<file path="config.mk">
export PLATFORM = sky130hd
export DESIGN_NAME = aarch64_erratum_sequence_detector_core_flat
export DESIGN_NICKNAME = d
export VERILOG_FILES = /design/src/hw/rtl/aesd_pkg.sv /design/src/hw/rtl/aesd_ifs.sv /design/src/hw/rtl/aarch64_erratum_sequence_detector_core.sv /design/src/flat_wrapper.sv
export SDC_FILE = /design/constraint.sdc
export NUM_CORES = 1
export LEC_CHECK = 0
export ABC_AREA = 1
export BUFFER_PORTS_ARGS = -buffer_cell sky130_fd_sc_hd__clkbuf_2
export CAP_MARGIN = 20
export CORE_ASPECT_RATIO = 0.75
export CORE_UTILIZATION = 40
export CTS_CLUSTER_SIZE = 12
export DETAILED_ROUTE_END_ITERATION = 8
export GPL_ROUTABILITY_DRIVEN = 0
export PLACE_DENSITY = 0.86
export SETUP_SLACK_MARGIN = 0.05
export SYNTH_ARGS = -nofsm -noshare
export SYNTH_HDL_FRONTEND = slang
export SYNTH_SLANG_ARGS = --single-unit
export TNS_END_PERCENT = 30
</file>
<file path="constraint.sdc">
create_clock -name clock -period 1.9 [get_ports clock]
set_input_delay 0.38 -clock clock [delete_from_list [all_inputs] [get_ports clock]]
set_output_delay 0.38 -clock clock [all_outputs]
set_load 0.02 [all_outputs]
</file>
<file path="src/hw/rtl/aesd_pkg.sv">
`default_nettype none
package aesd_pkg;

   // field widths of one request word and of a register number
   localparam int unsigned PAGE_OFFSET_W = 12;
   localparam int unsigned WORDS_LEFT_W  = 3;
   localparam int unsigned INSN_W        = 32;
   localparam int unsigned REG_W         = 5;

   // page offsets that can start the sequence
   localparam logic [PAGE_OFFSET_W-1:0] OFFSET_MASK  = 12'hffb;
   localparam logic [PAGE_OFFSET_W-1:0] OFFSET_MATCH = 12'hff8;

   // minimum window lengths for the short and long forms
   localparam logic [WORDS_LEFT_W-1:0] MIN_WORDS_SHORT = 3'd3;
   localparam logic [WORDS_LEFT_W-1:0] MIN_WORDS_LONG  = 3'd4;

   // decoded view of the first stage
   typedef struct packed {
      logic             adrp_ok;
      logic [REG_W-1:0] adrp_rd;
      logic             long_ok;
      logic             mid_qual;
      logic             mid_load;
      logic             mid_wback;
      logic [REG_W-1:0] mid_rt;
      logic [REG_W-1:0] mid_rn;
      logic             w3_uimm;
      logic [REG_W-1:0] w3_rn;
      logic             w3_branch;
      logic             w4_uimm;
      logic [REG_W-1:0] w4_rn;
   } decode_type;

   // match flags of the second stage
   typedef struct packed {
      logic hit_short;
      logic hit_long;
   } match_type;

   function automatic logic m_eq(input logic [INSN_W-1:0] w,
                                 input logic [INSN_W-1:0] mask,
                                 input logic [INSN_W-1:0] val);
      return (w & mask) == val;
   endfunction

   function automatic logic is_adrp(input logic [INSN_W-1:0] w);
      return m_eq(w, 32'h9f000000, 32'h90000000);
   endfunction

   function automatic logic is_ldst_class(input logic [INSN_W-1:0] w);
      return m_eq(w, 32'h0a000000, 32'h08000000);
   endfunction

   function automatic logic st1m_op(input logic [INSN_W-1:0] w);
      logic [3:0] op;
      op = w[15:12];
      return op == 4'h2 || op == 4'h6 || op == 4'h7 || op == 4'ha;
   endfunction

   function automatic logic st1s_op(input logic [INSN_W-1:0] w);
      logic [INSN_W-1:0] op;
      op = w & 32'h0040e000;
      return op == 32'h0 || op == 32'h4000 || op == 32'h8000;
   endfunction

   function automatic logic is_st1m_post(input logic [INSN_W-1:0] w);
      return m_eq(w, 32'hbfe00000, 32'h0c800000) && st1m_op(w);
   endfunction

   function automatic logic is_st1s_post(input logic [INSN_W-1:0] w);
      return m_eq(w, 32'hbfe00000, 32'h0d800000) && st1s_op(w);
   endfunction

   function automatic logic is_st1_any(input logic [INSN_W-1:0] w);
      return (m_eq(w, 32'hbfff0000, 32'h0c000000) && st1m_op(w)) || is_st1m_post(w) ||
             (m_eq(w, 32'hbfff0000, 32'h0d000000) && st1s_op(w)) || is_st1s_post(w);
   endfunction

   function automatic logic is_literal(input logic [INSN_W-1:0] w);
      return m_eq(w, 32'h3b000000, 32'h18000000);
   endfunction

   function automatic logic is_pair_post(input logic [INSN_W-1:0] w);
      return m_eq(w, 32'h3bc00000, 32'h28800000);
   endfunction

   function automatic logic is_pair_pre(input logic [INSN_W-1:0] w);
      return m_eq(w, 32'h3fc00000, 32'h29800000);
   endfunction

   function automatic logic is_imm_post(input logic [INSN_W-1:0] w);
      return m_eq(w, 32'h3b200c00, 32'h38000400);
   endfunction

   function automatic logic is_imm_pre(input logic [INSN_W-1:0] w);
      return m_eq(w, 32'h3b200c00, 32'h38000c00);
   endfunction

   function automatic logic is_uimm(input logic [INSN_W-1:0] w);
      return m_eq(w, 32'h3b000000, 32'h39000000);
   endfunction

   function automatic logic is_single(input logic [INSN_W-1:0] w);
      return m_eq(w, 32'h3b000c00, 32'h38000000) || is_imm_post(w) ||
             m_eq(w, 32'h3b200c00, 32'h38000800) || is_imm_pre(w) ||
             m_eq(w, 32'h3b200c00, 32'h38200800) || is_uimm(w);
   endfunction

   function automatic logic single_is_load(input logic [INSN_W-1:0] w);
      logic [1:0] sz;
      logic       v;
      logic [1:0] opc;
      sz  = w[31:30];
      v   = w[26];
      opc = w[23:22];
      return opc != 2'd0 && !(sz == 2'd0 && v && opc == 2'd2) &&
             !(sz == 2'd3 && !v && opc == 2'd2);
   endfunction

   // second word may sit between the adrp and the final access
   function automatic logic is_mid_qual(input logic [INSN_W-1:0] w);
      return is_ldst_class(w) &&
             (m_eq(w, 32'h3f000000, 32'h08000000) || is_literal(w) || is_single(w) ||
              is_pair_post(w) || m_eq(w, 32'h3bc00000, 32'h29000000) || is_pair_pre(w) ||
              m_eq(w, 32'h3bc00000, 32'h28000000) || is_st1_any(w));
   endfunction

   // load that writes its rt field
   function automatic logic is_v8_load(input logic [INSN_W-1:0] w);
      return m_eq(w, 32'h3f400000, 32'h08400000) || is_literal(w) ||
             (is_single(w) && single_is_load(w));
   endfunction

   // access that writes back its base register
   function automatic logic is_writeback(input logic [INSN_W-1:0] w);
      return is_imm_pre(w) || is_imm_post(w) || is_pair_pre(w) ||
             is_pair_post(w) || is_st1s_post(w) || is_st1m_post(w);
   endfunction

   function automatic logic is_branch(input logic [INSN_W-1:0] w);
      return m_eq(w, 32'hfe000000, 32'h54000000) || m_eq(w, 32'hfe000000, 32'hd6000000) ||
             m_eq(w, 32'h7c000000, 32'h14000000) || m_eq(w, 32'h5c000000, 32'h14000000);
   endfunction

endpackage
`default_nettype wire

</file>
<file path="src/hw/rtl/aesd_ifs.sv">
`default_nettype none
// request channel: one instruction window per word
interface aesd_req_if import aesd_pkg::*; ();
   logic                     valid;
   logic                     ready;
   logic [PAGE_OFFSET_W-1:0] page_offset;
   logic [WORDS_LEFT_W-1:0]  words_left;
   logic [INSN_W-1:0]        first_word;
   logic [INSN_W-1:0]        second_word;
   logic [INSN_W-1:0]        third_word;
   logic [INSN_W-1:0]        fourth_word;

   modport source (output valid, page_offset, words_left, first_word, second_word,
                   third_word, fourth_word, input ready);
   modport sink   (input valid, page_offset, words_left, first_word, second_word,
                   third_word, fourth_word, output ready);
endinterface

// response channel: one verdict per window
interface aesd_rsp_if;
   logic valid;
   logic ready;
   logic detected;
   logic used_optional;

   modport source (output valid, detected, used_optional, input ready);
   modport sink   (input valid, detected, used_optional, output ready);
endinterface
`default_nettype wire

</file>
<file path="src/hw/rtl/aarch64_erratum_sequence_detector_core.sv">
// Erratum sequence detector: each request word is a window of four instruction words
// with its page offset and remaining word count; each response word says whether the
// window starts the adrp / load-store / unsigned-immediate access sequence and whether
// the long form (fourth word as final access) was used. One window is accepted per
// cycle while the response side is not stalled; decode, register compare and combine
// each take one register stage. Backpressure stalls only the stages behind a full one,
// so bubbles are squeezed out.
`default_nettype none
module aarch64_erratum_sequence_detector_core
   import aesd_pkg::*;
(
   input  wire         clock,
   input  wire         reset,
   aesd_req_if.sink    req_chan,
   aesd_rsp_if.source  rsp_chan
);

   logic       s1_valid_ff, s1_valid_in;
   logic       s2_valid_ff, s2_valid_in;
   logic       s3_valid_ff, s3_valid_in;
   logic       s1_ready, s2_ready, s3_ready;
   decode_type s1_ff, s1_in;
   match_type  s2_ff, s2_in;
   logic       det_ff, det_in;
   logic       opt_ff, opt_in;
   logic       mid_ok;

   // stage readiness, back to front
   assign s3_ready = !s3_valid_ff || rsp_chan.ready;
   assign s2_ready = !s2_valid_ff || s3_ready;
   assign s1_ready = !s1_valid_ff || s2_ready;
   assign req_chan.ready = s1_ready;

   // stage 1: decode each instruction word
   always_comb begin
      s1_in.adrp_ok   = req_chan.words_left >= MIN_WORDS_SHORT &&
                        (req_chan.page_offset & OFFSET_MASK) == OFFSET_MATCH &&
                        is_adrp(req_chan.first_word);
      s1_in.adrp_rd   = req_chan.first_word[REG_W-1:0];
      s1_in.long_ok   = req_chan.words_left >= MIN_WORDS_LONG;
      s1_in.mid_qual  = is_mid_qual(req_chan.second_word);
      s1_in.mid_load  = is_v8_load(req_chan.second_word);
      s1_in.mid_wback = is_writeback(req_chan.second_word);
      s1_in.mid_rt    = req_chan.second_word[REG_W-1:0];
      s1_in.mid_rn    = req_chan.second_word[REG_W+4:5];
      s1_in.w3_uimm   = is_uimm(req_chan.third_word);
      s1_in.w3_rn     = req_chan.third_word[REG_W+4:5];
      s1_in.w3_branch = is_branch(req_chan.third_word);
      s1_in.w4_uimm   = is_uimm(req_chan.fourth_word);
      s1_in.w4_rn     = req_chan.fourth_word[REG_W+4:5];
      s1_valid_in     = s1_ready ? req_chan.valid : s1_valid_ff;
   end

   // stage 2: register compares against the adrp destination
   always_comb begin
      mid_ok = s1_ff.adrp_ok && s1_ff.mid_qual &&
               !(s1_ff.mid_load && s1_ff.mid_rt == s1_ff.adrp_rd) &&
               !(s1_ff.mid_wback && s1_ff.mid_rn == s1_ff.adrp_rd);
      s2_in.hit_short = mid_ok && s1_ff.w3_uimm && s1_ff.w3_rn == s1_ff.adrp_rd;
      s2_in.hit_long  = mid_ok && s1_ff.long_ok && !s1_ff.w3_branch &&
                        s1_ff.w4_uimm && s1_ff.w4_rn == s1_ff.adrp_rd;
      s2_valid_in     = s2_ready ? s1_valid_ff : s2_valid_ff;
   end

   // stage 3: short form wins over long form
   always_comb begin
      det_in      = s2_ff.hit_short || s2_ff.hit_long;
      opt_in      = !s2_ff.hit_short && s2_ff.hit_long;
      s3_valid_in = s3_ready ? s2_valid_ff : s3_valid_ff;
   end

   // valid bits
   always_ff @(posedge clock) begin
      if (reset) begin
         s1_valid_ff <= 1'b0;
         s2_valid_ff <= 1'b0;
         s3_valid_ff <= 1'b0;
      end else begin
         s1_valid_ff <= s1_valid_in;
         s2_valid_ff <= s2_valid_in;
         s3_valid_ff <= s3_valid_in;
      end
   end

   // payload registers move only when their stage is free
   always_ff @(posedge clock) begin
      if (s1_ready) begin
         s1_ff <= s1_in;
      end
      if (s2_ready) begin
         s2_ff <= s2_in;
      end
      if (s3_ready) begin
         det_ff <= det_in;
         opt_ff <= opt_in;
      end
   end

   assign rsp_chan.valid         = s3_valid_ff;
   assign rsp_chan.detected      = det_ff;
   assign rsp_chan.used_optional = opt_ff;

endmodule
`default_nettype wire

</file>
<file path="src/flat_wrapper.sv">
// flat-port wrapper written by rule: the top's interface ports become plain ports
module aarch64_erratum_sequence_detector_core_flat import aesd_pkg::*;
  (clock, reset, req_chan_valid, req_chan_page_offset, req_chan_words_left, req_chan_first_word, req_chan_second_word, req_chan_third_word, req_chan_fourth_word, req_chan_ready, rsp_chan_valid, rsp_chan_detected, rsp_chan_used_optional, rsp_chan_ready);
  aesd_req_if req_chan_i ();
  aesd_rsp_if rsp_chan_i ();
  input  wire clock;
  input  wire reset;
  input wire logic [$bits(req_chan_i.valid)-1:0] req_chan_valid;
  input wire logic [$bits(req_chan_i.page_offset)-1:0] req_chan_page_offset;
  input wire logic [$bits(req_chan_i.words_left)-1:0] req_chan_words_left;
  input wire logic [$bits(req_chan_i.first_word)-1:0] req_chan_first_word;
  input wire logic [$bits(req_chan_i.second_word)-1:0] req_chan_second_word;
  input wire logic [$bits(req_chan_i.third_word)-1:0] req_chan_third_word;
  input wire logic [$bits(req_chan_i.fourth_word)-1:0] req_chan_fourth_word;
  output wire logic [$bits(req_chan_i.ready)-1:0] req_chan_ready;
  output wire logic [$bits(rsp_chan_i.valid)-1:0] rsp_chan_valid;
  output wire logic [$bits(rsp_chan_i.detected)-1:0] rsp_chan_detected;
  output wire logic [$bits(rsp_chan_i.used_optional)-1:0] rsp_chan_used_optional;
  input wire logic [$bits(rsp_chan_i.ready)-1:0] rsp_chan_ready;
  assign req_chan_i.valid = req_chan_valid;
  assign req_chan_i.page_offset = req_chan_page_offset;
  assign req_chan_i.words_left = req_chan_words_left;
  assign req_chan_i.first_word = req_chan_first_word;
  assign req_chan_i.second_word = req_chan_second_word;
  assign req_chan_i.third_word = req_chan_third_word;
  assign req_chan_i.fourth_word = req_chan_fourth_word;
  assign req_chan_ready = req_chan_i.ready;
  assign rsp_chan_valid = rsp_chan_i.valid;
  assign rsp_chan_detected = rsp_chan_i.detected;
  assign rsp_chan_used_optional = rsp_chan_i.used_optional;
  assign rsp_chan_i.ready = rsp_chan_ready;
  aarch64_erratum_sequence_detector_core u_core (.clock(clock), .reset(reset), .req_chan(req_chan_i), .rsp_chan(rsp_chan_i));
endmodule
</file>
* Word-level counts from Yosys, hierarchy flattened *
Cells that the tools add are included.

storage, ports and cells
  register bits = 40
  bits of input ports = 147
  output and inout bits = 4
  logic and storage cells = 133

operators by class
  magnitude comparators = 2
  equality and inequality tests = 38
  reduce and logical (&&, ||, !) cells = 73

operators with widths
  kind                    count
  $eq A8 B8 Y1 const B    5
  $eq A7 B7 Y1 const B    5
  $logic_or A1 B1 Y1      34
  $logic_not A32 Y1       1
  $eq A15 B12 Y1 const B  2
  $logic_and A1 B1 Y1     26
  $eq A10 B7 Y1 const B   2
  $eq A5 B5 Y1            4
  $eq A4 B3 Y1 const B    4
  $eq A5 B5 Y1 const B    3
  $eq A11 B11 Y1 const B  1
  $logic_not A1 Y1        10
  $eq A4 B2 Y1 const B    2
  $eq A7 B5 Y1 const B    1
  $eq A7 B6 Y1 const B    1
  $eq A2 B2 Y1 const B    3
  $eq A6 B4 Y1 const B    1
  $eq A6 B6 Y1 const B    1
  $eq A5 B3 Y1 const B    1
  $eq A5 B4 Y1 const B    1
  $eq A4 B4 Y1 const B    1
  $ge A3 B2 Y1 const B    1
  $ge A3 B3 Y1 const B    1
  $logic_not A2 Y1        1
  $reduce_bool A2 Y1      1

* Depth between registers and ports, before layout *
Gate-level depths: netlist of run 1.

  depth in word-level cells = 13
  mapped depth = 9

* Worst setup path after synthesis of run 1 *
Ideal clock, no wire load.

  path type = register to register
  start = register u_core.s3_valid_ff (netlist: u_core.rsp_chan.valid)
  end = register u_core.s1_ff[0] (netlist name) (enable)
  setup time = 531 ps
  data arrival time = 1370 ps
  required time = 1369 ps
  setup slack = -1 ps
  stages on the path, launching flop included = 4
  path buffers = 0
  cell sequence = dfxtp_1 nand2_1 nor2_1 nand2_1

on the way
  cells in the longest elaborated chain, start to end = 4

ends and longest elaborated chain
  item                      line                                          RTL
  start: declaration        aarch64_erratum_sequence_detector_core.sv:20  logic s3_valid_ff, s3_valid_in;
  start signal: assignment  aarch64_erratum_sequence_detector_core.sv:81  s3_valid_ff <= s3_valid_in;
  $logic_not A1 Y1          aarch64_erratum_sequence_detector_core.sv:29  assign s3_ready = !s3_valid_ff || rsp_chan.ready;
  $logic_or A1 B1 Y1        aarch64_erratum_sequence_detector_core.sv:29
  net u_core.s3_ready       aarch64_erratum_sequence_detector_core.sv:21  logic s1_ready, s2_ready, s3_ready;
  $logic_or A1 B1 Y1        aarch64_erratum_sequence_detector_core.sv:30  assign s2_ready = !s2_valid_ff || s3_ready;
  $logic_or A1 B1 Y1        aarch64_erratum_sequence_detector_core.sv:31  assign s1_ready = !s1_valid_ff || s2_ready;
  net req_chan_ready        flat_wrapper.sv:15                            output wire logic [$bits(req_chan_i.ready)-1:0] req_chan_ready;
  end signal: assignment    aarch64_erratum_sequence_detector_core.sv:88  s1_ff <= s1_in;
  end: declaration          aarch64_erratum_sequence_detector_core.sv:22  decode_type s1_ff, s1_in;

The timed path passes the listed nets, and every way through them passes these cells.
A chain may end at the register's enable or synchronous reset.

* Final worst setup path of run 1 *
  start = register u_core.s3_valid_ff (netlist: u_core.rsp_chan.valid)
  end = output port req_chan_ready

on the way
  cells in the longest elaborated chain, start to end = 4

ends and longest elaborated chain
  item                 line
  $logic_not A1 Y1     aarch64_erratum_sequence_detector_core.sv:29
  $logic_or A1 B1 Y1   aarch64_erratum_sequence_detector_core.sv:29
  net u_core.s3_ready  aarch64_erratum_sequence_detector_core.sv:21
  $logic_or A1 B1 Y1   aarch64_erratum_sequence_detector_core.sv:30
  $logic_or A1 B1 Y1   aarch64_erratum_sequence_detector_core.sv:31
  end: declaration     flat_wrapper.sv:15

The timed path passes the listed nets, and every way through them passes these cells.

==> impl_metrics.ini, run 1 <==
[grt]
grt_pass1_wl_mm = 7.10
grt_pass1_vias = 1760
grt_max_degree = 35
antenna_found_initial = 0
track_usage_pct = 17.4
grt.overflow.total = 0

[worst_setup_path]
critPathRequiredTime_ns = 1.52
cp-start-kind = flop
cp_max_fo = 4
end_kind = primary output
r2r_setup_slack_ns = 0.60
cp.arrival_ns = 1.21
reg2reg_depth = 6
crit-reg2reg-capture = u_core.s2_ff[0]
r2r_start = u_core.s1_ff[27]
crit_type = flop to primary output

[timing]
slew_violations = 0
setup_violations = 0
min_period_ns = 1.59
tightestPinTransition_ns = 0.270
final.setup.tns_ns = 0
fmax_mhz = 630
worst_slack_ns = 0.314
skew_ns = 0.00855
rsz0062_at_grt = no
final-hold-violation-count = 0
max_slew_margin_pct = 81.9
finalCritPeriodShare_pct = 83.5

[die]
start_util_pct = 41.6
die_y_um = 63.8
io_pins = 151
coreArea_mm2 = 0.00490
die_w_um = 84.4
dieArea_mm2 = 0.00538
rows = 22

[final_layout]
area_growth_pct = 31.0
multiInputGateArea_um2 = 707
fillCellCount = 458
final_nets = 482
ff_latch_area_mm2 = 0.00117
insertedDiodeCount = 0
drive_above_1_share_pct = 29.2

[routing]
drc = 3
detail-route-antenna-nets = 0
routed_via_density = 4.83
via_count = 1912
wl_mm = 4.46
drt_first_iter_violations = 110
firstDrtPassIters = 6
routedWlPerCell_um = 11.3

[cts]
cts_tree = built
postCtsSetupRepairBufs = 0
insertion_delay_ns = 0.29
clock_sinks = 40
cts_root_buf = clkbuf_8
htreeDepth = 2
cts_resized = 0
cts_buffer_depth = 2
clk_pin_slew_worst_paths_ns = 0.07
postCtsHoldBufs = 0
cts_buffers = 5

[worst_hold_path]
hold_depth = 1
min-delay-start = req_chan_third_word[9]
min_to = u_core.s1_ff[11]
hold_class = input pin to flop

[logic_synthesis]
synth_warnings = 0
synthCells = 242
ys_top_cells_by_area = edfxtp_1, nand2_1, inv_1
async_flop_share_pct = 0
synth-main-ff-cell = edfxtp_1
synth.avg_cell_area_um2 = 8.42
ys_seq_area_share_pct = 57.5
syn-cell-area_mm2 = 0.00204
synth_top_area_share_pct = 54.5
synth_cell_type_count = 20
yosysTopAreaCell = edfxtp_1
synth_fp_nets = 389
synth_edf_count = 37
yosysMostFrequentCell = nand2_1
netlist_top_cells_count = nand2_1, inv_1, edfxtp_1
ys_ff_latch = 40

[outcome]
violations = DRC
status = complete, but fails checks

[job]
cap_violations = 0

[pwr]
p_leak_nw = 1.38
ir_drop_mv = 0.291
power.density_mw_per_mm2 = 710
total_power_mw = 1.89

[placed_design]
pre_cts_slack_ns = 0.464
io_buffers = 86
dp_hpwl_mm = 3.53
==> logic make-up after synthesis <==
logic type	after synthesis	share of synthesized area [%]
flops	40	57.5
buf+inv	43	7.92
simple gates	141	29.3
compound gates	14	3.56
xor+xnor	4	1.72
==> cells in the final DEF (no fill, tap or decap), drive strengths merged <==
| cell | Yosys | layout |
|---|---|---|
| a21oi | 7 | 7 |
| a31oi | 1 | 1 |
| buf | 0 | 1 |
| bufinv | 0 | 1 |
| clkbuf | 1 | 92 |
| clkinv | 0 | 1 |
| dfxtp | 3 | 3 |
| edfxtp | 37 | 37 |
| inv | 42 | 42 |
| nand2 | 68 | 68 |
| nand3 | 17 | 17 |
| nand3b | 1 | 1 |
| nand4 | 8 | 8 |
| nor2 | 37 | 37 |
| nor3 | 7 | 7 |
| nor3b | 1 | 1 |
| nor4 | 1 | 1 |
| o21ai | 5 | 5 |
| o22ai | 1 | 1 |
| or2 | 1 | 1 |
| xnor2 | 3 | 3 |
| xor2 | 1 | 1 |
==> area by class of cell <==
class | instances | share of cell area [%]
Timing Repair Buffer | 87 | 16.9
Multi-Input combinational cell | 159 | 26.5
Inverter | 42 | 5.91
Sequential cell | 40 | 43.9
Clock inverter | 2 | 1.31
Clock buffer | 6 | 2.72
Tap cell | 60 | 2.81
==> power by group <==
part | switching [mW] | internal (mW) | total [mW]
logic | 0.109 | 0.102 | 0.211
registers | 0.0210 | 0.997 | 1.02
clock network | 0.276 | 0.389 | 0.666
total | 0.406 | 1.49 | 1.89
==> stage by stage <==
step           instance area, µm²  hold WS, ns  std cells  util [%]
2_1_floorplan                2040        0.430        242         -
3_3_place_gp                 2560        0.438        388      52.3
3_5_place_dp                 2560        0.451        388      52.3
4_1_cts                      2670        0.245        396      54.5
5_1_grt                      2670        0.239        396      54.5
6_report                     2670        0.255        396      54.5
==> critical path: stages (launching register included) <==
cell      delay, ns
dfxtp_1        0.33
nand2_1        0.12
nor2_1         0.19
nand2_2        0.10
clkbuf_2       0.17
==> per-layer routing <==
metal	routed length, µm	global-route usage [%]
met1	1830	20.0
met2	2130	30.4
met3	403	5.94
met4	98	6.14
met5	0	0
==> how the worst max path moves through the flow <==
stage          depth (start not counted)              end                   from  slack (ns)
6_report                               4   req_chan_ready  u_core.rsp_chan.valid        0.31
5_1_grt                                4   req_chan_ready  u_core.rsp_chan.valid        0.18
4_1_cts                                4   req_chan_ready  u_core.rsp_chan.valid        0.29
3_5_place_dp                           6   req_chan_ready         rsp_chan_ready        0.46
3_3_place_gp                           6   req_chan_ready         rsp_chan_ready        0.50
2_1_floorplan                          3  u_core.s1_ff[0]  u_core.rsp_chan.valid        0.37
==> sequential cells by signal (all words and copies together), names as in the netlist <==
register	flops
u_core.rsp_chan.detected	1
u_core.rsp_chan.used_optional	1
u_core.rsp_chan.valid	1
u_core.s1_ff	33
u_core.s1_valid_ff	1
u_core.s2_ff	2
u_core.s2_valid_ff	1
Power figures use the tool's default switching activity.
==> inputs of run 2 (changes only) <==
==> constraint.sdc (replaced) <==
create_clock -name clock -period 1.52 [get_ports clock]
set_input_delay 0.304 -clock clock [delete_from_list [all_inputs] [get_ports clock]]
set_output_delay 0.304 -clock clock [all_outputs]
set_load 0.02 [all_outputs]
==> impl_metrics.ini, run 2 (same netlist as run 1, synthesis figures left out) <==
[die]
start_util_pct = 41.6
dieArea_mm2 = 0.00538
die_w_um = 84.4
io_pins = 151
coreArea_mm2 = 0.00490
die_y_um = 63.8
rows = 22

[placed_design]
io_buffers = 86
pre_cts_slack_ns = 0.184
dp_hpwl_mm = 3.56

[timing]
tightestPinTransition_ns = 0.277
max_slew_margin_pct = 81.5
finalCritPeriodShare_pct = 91.3
rsz0062_at_grt = no
final.setup.tns_ns = 0
whs_ns = 0.177
final-hold-violation-count = 0
fmax_mhz = 721
skew_ns = 0.0103
min_period_ns = 1.39
worst_slack_ns = 0.132
slew_violations = 0
setup_violations = 0

[worst_setup_path]
crit_type = flop to primary output
reg2reg_depth = 6
slowest_delay_ns = 0.35
critPathBufInv = 1
cp-start-kind = flop
end_kind = primary output
critPathRequiredTime_ns = 1.22
crit_chain = nand2_2 -> nor2_4 -> nand2_4 -> clkbuf_2
path_delay_family = flip-flops
cp_slowest_cell = dfxtp_1
r2r_start = u_core.s1_ff[27]
cp_max_fo = 4
crit-reg2reg-capture = u_core.s2_ff[0]
r2r_setup_slack_ns = 0.18
cp.arrival_ns = 1.08

[routing]
drc = 3
firstDrtPassIters = 8
routed_via_density = 4.84
detail-route-antenna-nets = 0
routedWlPerCell_um = 11.2
via_count = 1920
wl_mm = 4.46
drt_first_iter_violations = 138

[cts]
postCtsSetupRepairBufs = 0
cts_root_buf = clkbuf_8
cts_tree = built
htreeDepth = 2
clk_pin_slew_worst_paths_ns = 0.08
insertion_delay_ns = 0.29
cts_buffers = 5
cts_buffer_depth = 2
clock_sinks = 40

[final_layout]
area_growth_pct = 32.7
insertedDiodeCount = 0
largestRegisters = u_core.s1_ff x33, u_core.s2_ff x2
layout_common_cells = clkbuf_2, nand2_1, inv_1
drive_above_1_share_pct = 30.0
top_register = u_core.s1_ff
final_nets = 483
final_common_cell = clkbuf_2
final_core_util_pct = 55.2
largest_reg_flops = 33

[grt]
antenna_found_initial = 0
grt_pass1_wl_mm = 7.23
use_met2_pct = 30.6
use_met1_pct = 21.1
top_usage_layer = met2
grt.overflow.total = 0
track_usage_pct = 17.5
grtUsageMet3_pct = 4.01
grt_max_degree = 23
grt_pass1_vias = 1777

[worst_hold_path]
min_to = u_core.s1_ff[11]
hold_depth = 1
hold_class = input pin to flop
min-delay-start = req_chan_third_word[9]

[outcome]
violations = DRC
status = complete, but fails checks

[job]
cap_violations = 0

[pwr]
ir_drop_mv = 0.654
p_leak_nw = 1.40
power.density_mw_per_mm2 = 945
-- run 2: cell types whose count changed in the layout (fill, tap and decap cells not counted) --
| cell | before | now |
|---|---|---|
| buf_4 | 0 | 2 |
| buf_12 | 1 | 0 |
| bufinv_16 | 1 | 2 |
| clkinv_2 | 1 | 0 |
| nand2_1 | 67 | 66 |
| nand2_4 | 0 | 1 |
| nor2_1 | 35 | 34 |
| nor2_4 | 0 | 1 |
-- run 2: worst max path at each step --
| stage | slack, ns | endpoint | cells past startpoint | start |
|---|---|---|---|---|
| 5_1_grt | 0.05 | req_chan_ready | 4 | u_core.rsp_chan.valid |
| 3_5_place_dp | 0.18 | u_core.s2_ff[0] | 6 | u_core.s1_ff[27] |
| 3_3_place_gp | 0.20 | u_core.s1_ff[32] | 6 | rsp_chan_ready |
| 6_report | 0.13 | req_chan_ready | 4 | u_core.rsp_chan.valid |
| 4_1_cts | 0.07 | req_chan_ready | 4 | u_core.rsp_chan.valid |
| 2_1_floorplan | 0.16 | u_core.s1_ff[0] | 3 | u_core.rsp_chan.valid |
-- run 2: metrics by stage --
step / power [mW] / std cells / cell area (µm²)
2_1_floorplan: 1.41 / 242 / 2040
3_3_place_gp: 1.54 / 389 / 2560
3_5_place_dp: 1.56 / 389 / 2560
4_1_cts: 2.57 / 397 / 2700
5_1_grt: 2.66 / 397 / 2700
6_report: 2.56 / 397 / 2700
-- run 2: what timing repair did --
item,CTS,global route
hold buffers,0,0
endpoints found under the hold margin,0,0
resized for setup,1,2
pin swaps,0,0
setup endpoints to repair,1,1
-- run 2: cell type report --
class / count / area (µm²)
Sequential cell: 40 / 1170
Tap cell: 60 / 75.1
Inverter: 42 / 158
Fill cell: 434 / 2200
Clock inverter: 2 / 60.1
Clock buffer: 6 / 72.6
Timing Repair Buffer: 88 / 445
Multi-Input combinational cell: 159 / 722
-- run 2: report_power, final --
part	internal [mW]	total, mW	switching (mW)
clock	0.656	1.02	0.362
sequential	1.25	1.27	0.0266
combinational	0.128	0.265	0.136
-- run 2: worst reg2reg max path: cells and delay by family (launching register included) --
family                 cells  cell delay (ns)
buffers and inverters      1             0.21
AND/OR/NAND/NOR            5             0.48
flip-flops                 1             0.42
-- run 2: layer usage --
layer  wire length, µm  vias up
li1                  -      971
met1              1770      837
met2              2160      101
met3               436       11
met4                88        0
met5                 0        -
